### src/design/grmm_pkg.sv
package grmm_pkg;

   // Ring geometry: element degree and coefficient width.
   localparam int DEGREE     = 4;
   localparam int COEFF_BITS = 16;
   localparam int ROW_BITS   = $clog2(DEGREE);
   localparam int RING_BITS_W = 5;
   localparam int CSR_INDEX_BITS = $clog2(DEGREE + 1);

   typedef logic [COEFF_BITS-1:0]  coef_type;
   typedef coef_type [DEGREE-1:0]  col_type;   // one column, element j is coefficient j
   typedef col_type  [DEGREE-1:0]  mat_type;   // columns, element n is column n
   typedef logic [ROW_BITS-1:0]    row_type;
   typedef logic [CSR_INDEX_BITS-1:0] csr_index_type;
   typedef logic [RING_BITS_W-1:0] ring_bits_type;

   // Register indexes of the configuration port.
   localparam csr_index_type CSR_MODULUS_0 = csr_index_type'(0);
   localparam csr_index_type CSR_RING_BITS = csr_index_type'(DEGREE);

   // Reset values of the configuration registers.
   localparam coef_type      MODULUS_0_RESET = coef_type'(1);
   localparam coef_type      MODULUS_1_RESET = coef_type'(1);
   localparam ring_bits_type RING_BITS_RESET = ring_bits_type'(16);

   typedef struct packed {
      logic [15:0] coeff_0;
      logic [15:0] coeff_1;
      logic [15:0] coeff_2;
      logic [15:0] coeff_3;
   } req_data_type;

   typedef struct packed {
      logic [1:0]  row_index;
      logic [15:0] entry_0;
      logic [15:0] entry_1;
      logic [15:0] entry_2;
      logic [15:0] entry_3;
      logic        last_row;
   } rsp_data_type;

   // Settings shared by all column stages.
   typedef struct packed {
      col_type  modulus;
      coef_type mask;
   } grmm_cfg_type;

   // Mask of the low k bits; k above the coefficient width keeps every bit.
   function automatic coef_type ring_mask(input ring_bits_type bits);
      coef_type result;
      if (int'(bits) >= COEFF_BITS) begin
         result = '1;
      end else begin
         result = (coef_type'(1) << bits) - coef_type'(1);
      end
      return result;
   endfunction

endpackage

### src/design/grmm_col_stage.sv
module grmm_col_stage (
   input  logic                  clock,
   input  logic                  reset,
   input  logic                  advance,
   input  logic                  in_valid,
   input  grmm_pkg::mat_type     in_hist,
   input  grmm_pkg::grmm_cfg_type cfg,
   output logic                  out_valid,
   output grmm_pkg::mat_type     out_hist
);
   import grmm_pkg::*;

   logic     valid_ff;
   mat_type  hist_ff;
   mat_type  hist_in;
   col_type  cur_col;
   col_type  next_col;
   coef_type top;
   logic [2*COEFF_BITS-1:0] prod [DEGREE];

   // Multiply the newest column by x and reduce modulo the monic f.
   always_comb begin
      cur_col = in_hist[DEGREE-1];
      top     = cur_col[DEGREE-1];
      for (int j = 0; j < DEGREE; j++) begin
         prod[j] = cfg.modulus[j] * top;
      end
      next_col[0] = (coef_type'(0) - prod[0][COEFF_BITS-1:0]) & cfg.mask;
      for (int j = 1; j < DEGREE; j++) begin
         next_col[j] = (cur_col[j-1] - prod[j][COEFF_BITS-1:0]) & cfg.mask;
      end
   end

   // The column history shifts down by one and the new column enters at the top.
   always_comb begin
      for (int n = 0; n < DEGREE - 1; n++) begin
         hist_in[n] = in_hist[n+1];
      end
      hist_in[DEGREE-1] = next_col;
   end

   always_ff @(posedge clock) begin
      if (reset) begin
         valid_ff <= 1'b0;
      end else if (advance) begin
         valid_ff <= in_valid;
      end
   end

   always_ff @(posedge clock) begin
      if (advance) begin
         hist_ff <= hist_in;
      end
   end

   assign out_valid = valid_ff;
   assign out_hist  = hist_ff;

endmodule

### src/design/galois_ring_mult_matrix_top.sv
// Path: an accepted element passes the input stage, the column stages and the output
// holding register before its first row shows. Throughput: one row per cycle while
// rsp_stall is low, DEGREE rows per element; the column pipeline takes an element
// every cycle unless stalled. Reset is synchronous, active high; it clears all valid
// bits and the row counter and returns the modulus to 1,1,0,0 and ring_bits to 16.
module galois_ring_mult_matrix_top (
   input  logic                          clock,
   input  logic                          reset,
   input  logic                          req_valid,
   output logic                          req_stall,
   input  grmm_pkg::req_data_type        req_data,
   output logic                          rsp_valid,
   input  logic                          rsp_stall,
   output grmm_pkg::rsp_data_type        rsp_data,
   input  logic                          csr_valid,
   output logic                          csr_ready,
   input  grmm_pkg::csr_index_type       csr_index,
   input  logic [15:0]                   csr_data
);
   import grmm_pkg::*;

   col_type       modulus_ff;
   ring_bits_type ring_bits_ff;
   grmm_cfg_type  cfg;

   logic    pipe_valid [DEGREE];
   mat_type pipe_hist  [DEGREE];
   logic    pipe_adv   [DEGREE];
   logic    s0_valid_ff;
   mat_type s0_hist_ff;
   mat_type s0_hist_in;

   mat_type mat_ff;
   row_type row_ff;
   logic    out_valid_ff;
   logic    rsp_xfer;
   logic    last_xfer;
   logic    ser_ready;
   logic    ser_load;

   // Configuration registers; writes are always taken.
   assign csr_ready = 1'b1;

   always_ff @(posedge clock) begin
      if (reset) begin
         // Coefficients above the first two reset to zero.
         modulus_ff    <= col_type'({MODULUS_1_RESET, MODULUS_0_RESET});
         ring_bits_ff  <= RING_BITS_RESET;
      end else if (csr_valid && csr_ready) begin
         if (csr_index < CSR_RING_BITS) begin
            modulus_ff[csr_index[ROW_BITS-1:0] - row_type'(CSR_MODULUS_0)] <= csr_data;
         end else if (csr_index == CSR_RING_BITS) begin
            ring_bits_ff <= csr_data[RING_BITS_W-1:0];
         end
      end
   end

   assign cfg.modulus = modulus_ff;
   assign cfg.mask    = ring_mask(ring_bits_ff);

   // Row serializer control: a new matrix loads when the holding register is
   // empty or its last row is being transferred.
   assign rsp_xfer  = out_valid_ff && !rsp_stall;
   assign last_xfer = rsp_xfer && (row_ff == row_type'(DEGREE - 1));
   assign ser_ready = !out_valid_ff || last_xfer;
   assign ser_load  = pipe_valid[DEGREE-1] && ser_ready;

   // Pipeline advance: a stage moves when it is empty or the next one moves.
   always_comb begin
      pipe_adv[DEGREE-1] = !pipe_valid[DEGREE-1] || ser_ready;
      for (int s = DEGREE - 2; s >= 0; s--) begin
         pipe_adv[s] = !pipe_valid[s] || pipe_adv[s+1];
      end
   end

   assign req_stall = !pipe_adv[0];

   // Input stage: the masked element becomes column 0 at the top of the history.
   always_comb begin
      s0_hist_in = '0;
      s0_hist_in[DEGREE-1] = {req_data.coeff_3, req_data.coeff_2,
                              req_data.coeff_1, req_data.coeff_0} & {DEGREE{cfg.mask}};
   end

   always_ff @(posedge clock) begin
      if (reset) begin
         s0_valid_ff <= 1'b0;
      end else if (pipe_adv[0]) begin
         s0_valid_ff <= req_valid;
      end
   end

   always_ff @(posedge clock) begin
      if (pipe_adv[0]) begin
         s0_hist_ff <= s0_hist_in;
      end
   end

   assign pipe_valid[0] = s0_valid_ff;
   assign pipe_hist[0]  = s0_hist_ff;

   // One stage per further column.
   for (genvar s = 1; s < DEGREE; s++) begin : g_stage
      grmm_col_stage u_stage (
         .clock     (clock),
         .reset     (reset),
         .advance   (pipe_adv[s]),
         .in_valid  (pipe_valid[s-1]),
         .in_hist   (pipe_hist[s-1]),
         .cfg       (cfg),
         .out_valid (pipe_valid[s]),
         .out_hist  (pipe_hist[s])
      );
   end

   // Output holding register and row counter.
   always_ff @(posedge clock) begin
      if (reset) begin
         out_valid_ff <= 1'b0;
         row_ff       <= '0;
      end else if (ser_load) begin
         out_valid_ff <= 1'b1;
         row_ff       <= '0;
      end else if (last_xfer) begin
         out_valid_ff <= 1'b0;
         row_ff       <= '0;
      end else if (rsp_xfer) begin
         row_ff <= row_ff + row_type'(1);
      end
   end

   always_ff @(posedge clock) begin
      if (ser_load) begin
         mat_ff <= pipe_hist[DEGREE-1];
      end
   end

   assign rsp_valid          = out_valid_ff;
   assign rsp_data.row_index = row_ff;
   assign rsp_data.entry_0   = mat_ff[0][row_ff];
   assign rsp_data.entry_1   = mat_ff[1][row_ff];
   assign rsp_data.entry_2   = mat_ff[2][row_ff];
   assign rsp_data.entry_3   = mat_ff[3][row_ff];
   assign rsp_data.last_row  = (row_ff == row_type'(DEGREE - 1));

`ifndef SYNTHESIS
   a_row_step: assert property (@(posedge clock) disable iff (reset)
      (rsp_xfer && !last_xfer) |=> (rsp_valid && row_ff == $past(row_ff) + row_type'(1)))
      else $error("row counter did not advance after a non-final row transfer");

   a_matrix_hold: assert property (@(posedge clock) disable iff (reset)
      (out_valid_ff && !last_xfer) |=> $stable(mat_ff))
      else $error("matrix changed before its last row was transferred");

   a_req_enters: assert property (@(posedge clock) disable iff (reset)
      (req_valid && !req_stall) |=> pipe_valid[0])
      else $error("transferred element did not enter the input stage");

   a_new_matrix_row0: assert property (@(posedge clock) disable iff (reset)
      ser_load |=> (rsp_valid && row_ff == '0))
      else $error("new matrix did not start at row zero");
`endif

endmodule
### config.mk
export PLATFORM = sky130hd
export DESIGN_NAME = galois_ring_mult_matrix_top
export DESIGN_NICKNAME = d
export VERILOG_FILES = /design/src/design/grmm_pkg.sv /design/src/design/grmm_col_stage.sv /design/src/design/galois_ring_mult_matrix_top.sv
export SDC_FILE = /design/constraint.sdc
export NUM_CORES = 2
export LEC_CHECK = 0
export BUFFER_PORTS_ARGS = -buffer_cell sky130_fd_sc_hd__buf_2
export CORE_MARGIN = 1.5
export CORE_UTILIZATION = 59
export DETAILED_ROUTE_END_ITERATION = 6
export PLACE_DENSITY = 0.79
export SLEW_MARGIN = 20
export SYNTH_ARGS = -nofsm -noshare
export SYNTH_HDL_FRONTEND = slang
export SYNTH_SLANG_ARGS = --single-unit
### constraint.sdc
create_clock -name clock -period 16 [get_ports clock]
set_clock_uncertainty 0.1 [all_clocks]
set_input_delay 3.2 -clock clock [delete_from_list [all_inputs] [get_ports clock]]
set_output_delay 3.2 -clock clock [all_outputs]
set_load 0.02 [all_outputs]
==> impl_metrics.env <==
export IMPL_setup_violations=0
export IMPL_rr_startpoint="g_stage[1].u_stage.out_hist[241]"
export IMPL_drt_iter0_markers=5553
export IMPL_cts_hold_buf=0
export IMPL_die_y_microns=387
export IMPL_cap_viol_max_count=0
export IMPL_outcome="complete, no violations"
export IMPL_gp_congestion=0.885
export IMPL_pre_cts_ws_ns=6.40
export IMPL_clk_latency_ns=0.76
export IMPL_rr_worst_depth=20
export IMPL_tns_ns=0
export IMPL_ant_nets=0
export IMPL_drt_pass1_iter_count=6
export IMPL_fillerInstances=11000
export IMPL_leakagePower_nw=42.5
export IMPL_max_stage_delay_ns=0.76
export IMPL_drc=0
export IMPL_dieArea_sq_mm=0.150
export IMPL_grt_pass1_vias=61500
export IMPL_startpoint="rsp_stall"
export IMPL_ctsLongestPathBuffers=3
export IMPL_io_buffers=156
export IMPL_vdd_ir_drop_worst_mv=0.204
export IMPL_synthDistinctLibCells=75
export IMPL_crit_arrival_ns=6.28
export IMPL_synthesis_nets=10000
export IMPL_grt_max_degree=134
export IMPL_crit_type="primary input to output port"
export IMPL_cp_top_family="simple AND/OR/NAND/NOR gates"
export IMPL_cp_endpoint="req_stall"
export IMPL_h_tree_depth=3
export IMPL_final_layout_size_suffix_gt1_share_pct=6.51
export IMPL_startpoint_type="primary input"
export IMPL_coreArea_sq_mm=0.146
export IMPL_yosys_warnings=0
export IMPL_worstSetupPathDepth=9
export IMPL_avgSynthCellArea_sq_um=10.7
export IMPL_rows=140
export IMPL_vias=57800
export IMPL_register_area_sq_mm=0.0284
export IMPL_slew_headroom_pct=17.5
export IMPL_grt_overflow=0
export IMPL_synthFlopType="edfxtp_1"
export IMPL_critPathSlowestCell="nor2_1"
export IMPL_cts_buffers=94
export IMPL_cts_resized=0
export IMPL_worst_pin_slew_ns=1.24
export IMPL_multi_input_area_sq_mm=0.0509
export IMPL_postSynth_asyncResetShare_pct=0
export IMPL_min_path_type="flip-flop to flip-flop"
export IMPL_synth_seq_cells=972
export IMPL_grt_pass1_wl_microns=359000
export IMPL_synth_edf_count=896
export IMPL_netlist_area_sq_mm=0.0870
export IMPL_crit_fanout=65
export IMPL_die_w_microns=387
export IMPL_ff2ff_setup_slack_ns=9.20
export IMPL_wirelength_microns=231000
export IMPL_path_clk_slew_ns=0.08
export IMPL_endpoint_kind="output port"
export IMPL_fmax_ghz=0.104
export IMPL_hpwlAfterDp_microns=158000
export IMPL_cts_root_buf="clkbuf_16"
export IMPL_fin_ws_ns=6.42
export IMPL_final_min_clock_period_ns=9.58
export IMPL_cp_cell_sequence="buf_2 > inv_1 > a21boi_0 > buf_4 > nand3_4 > nor2_1 > nand2_4 > inv_1 > buf_2"
export IMPL_syn_to_final_growth_pct=6.98
export IMPL_r2r_end="g_stage[2].u_stage.out_hist[254]"
export IMPL_viasPerCell=5.71
export IMPL_crit_required_ns=12.70
export IMPL_synth_seq_area_share_pct=32.7
export IMPL_track_usage_pct=31.8
export IMPL_cts_tree="yes"
export IMPL_clkSinkCount=972
export IMPL_io_pins=158
export IMPL_post_cts_buffers=0
export IMPL_fin_crit_sh_pct=59.9
export IMPL_synth_cells=8159
export IMPL_wl_per_cell_microns=22.8
export IMPL_cp_num_buf_inv=5
export IMPL_rsz0062_at_grt="no"
export IMPL_power_per_cell_area_mw_per_mm2=170
export IMPL_hold_viol=0
export IMPL_start_util_pct=59.6
export IMPL_antenna_found_initial=9
export IMPL_finalMaxSlewViolations=0
export IMPL_final_net_count=9983
[power by group]
group	leakage (nW)	switching [mW]	internal [mW]
Sequential	9.75	0.404	3.92
Combinational	31.2	5.56	3.50
Clock	1.60	1.04	1.37
[cell families after synthesis]
group                      count (synthesis)  synth area share (%)
other                                      1               0.00431
AOI/OAI and AO/OA                        433                  3.16
muxes                                     73                  1.76
DFF                                      972                  32.7
adders and majority gates               1769                  35.0
and+or+nand+nor                         2301                  13.1
buffers and inverters                   2081                  8.99
xor gates and xnor gates                 529                  5.33
[layout make-up]
class / instances / area share (%)
tap: 1917 / 2.58
antenna: 9 / 0.0242
clock inverter: 62 / 0.933
sequential: 972 / 30.6
inverter: 1686 / 6.80
timing repair buffer: 266 / 1.74
multi-input combinational: 5106 / 54.7
clock buffer: 110 / 2.66
[stage by stage]
stage	util [%]	instance area, sq um	cells	total power [mW]	hold slack [ns]
2_1_floorplan	-	87000	8159	10.5	0.300
3_3_place_gp	61.4	89700	9947	12.8	0.300
3_5_place_dp	61.4	89700	9947	13.2	0.305
4_1_cts	63.7	93100	10100	15.7	0.256
5_1_grt	63.7	93100	10100	17.0	0.261
6_report	63.7	93100	10100	15.8	0.268
[flip-flops by register name (all words and copies together), names as in the netlist]
signal and cells:
g_stage.u_stage.out_hist 576, mat_ff 256, cfg 64, pipe_hist 64
ring_bits_ff 5, g_stage.u_stage.out_valid 3, row_ff 2, rsp_valid 1
s0_valid_ff 1
[routing by layer]
layer  GRT usage [%]  part of all wire [%]  vias up
met5               0                0.0069        -
met4            18.2                   6.4        4
met3            7.47                    12      696
met2            49.1                    45     3307
met1            41.4                    37    28900
li1                -                     -    25000
[cells in the final DEF, fill, tap and decap left out, types with 13 or more instances in the layout]
cell type and n:
a211oi_1 13, clkbuf_16 95, mux4_2 64, nand3_1 28, o21ai_0 64, xnor2_1 406
bufinv_16 15, o21bai_1 26, buf_2 156, o21a_1 19, a21o_1 50, fa_1 1113
ha_1 656, and3_1 16, inv_1 1685, xor2_1 122, nand2b_1 17, or3_1 14
nand2_1 960, a31oi_1 21, clkinv_1 14, nor3_1 44, edfxtp_1 896, a21oi_1 154
nor2_1 223, dfxtp_1 63, buf_4 109, and2_1 879, nor2b_1 77
[cells in the mapped netlist, types with 76 or more instances]
cell type / instances / area share [%]
fa_1: 1113 / 26
and2_1: 879 / 6.3
dfxtp_1: 76 / 1.7
ha_1: 656 / 9.4
a21oi_1: 158 / 0.91
inv_1: 1686 / 7.3
nand2_1: 962 / 4.1
edfxtp_1: 896 / 31
xor2_1: 122 / 1.2
xnor2_1: 406 / 4.1
clkbuf_1: 376 / 1.6
nor2_1: 225 / 0.97
nor2b_1: 79 / 0.57
[worst reg2reg max path: stages, from the launching register on]
cell      delay (ns)
edfxtp_1        0.33
buf_4           0.42
buf_4           0.53
and2_1          0.24
fa_1            0.44
fa_1            0.56
ha_1            0.14
inv_1           0.05
fa_1            0.47
fa_1            0.55
inv_1           0.05
fa_1            0.47
inv_1           0.04
ha_1            0.34
and3_1          0.22
a21oi_1         0.14
o21ai_0         0.19
o41ai_1         0.56
o21ai_0         0.26
xnor2_1         0.37
nor2_1          0.07
[how the worst min path moves through the flow]
stage	start	end	slack, ns	depth (start not counted)
6_report	g_stage[3].u_stage.out_hist[92]	mat_ff[92]	0.27	0
5_1_grt	g_stage[3].u_stage.out_hist[92]	mat_ff[92]	0.26	0
4_1_cts	g_stage[3].u_stage.out_hist[92]	mat_ff[92]	0.26	0
3_5_place_dp	g_stage[1].u_stage.out_hist[164]	g_stage[2].u_stage.out_hist[100]	0.30	0
3_3_place_gp	g_stage[3].u_stage.out_hist[20]	mat_ff[20]	0.30	0
2_1_floorplan	g_stage[1].u_stage.out_hist[164]	g_stage[2].u_stage.out_hist[100]	0.30	0
Note: power is estimated with default switching activity, not from simulation.
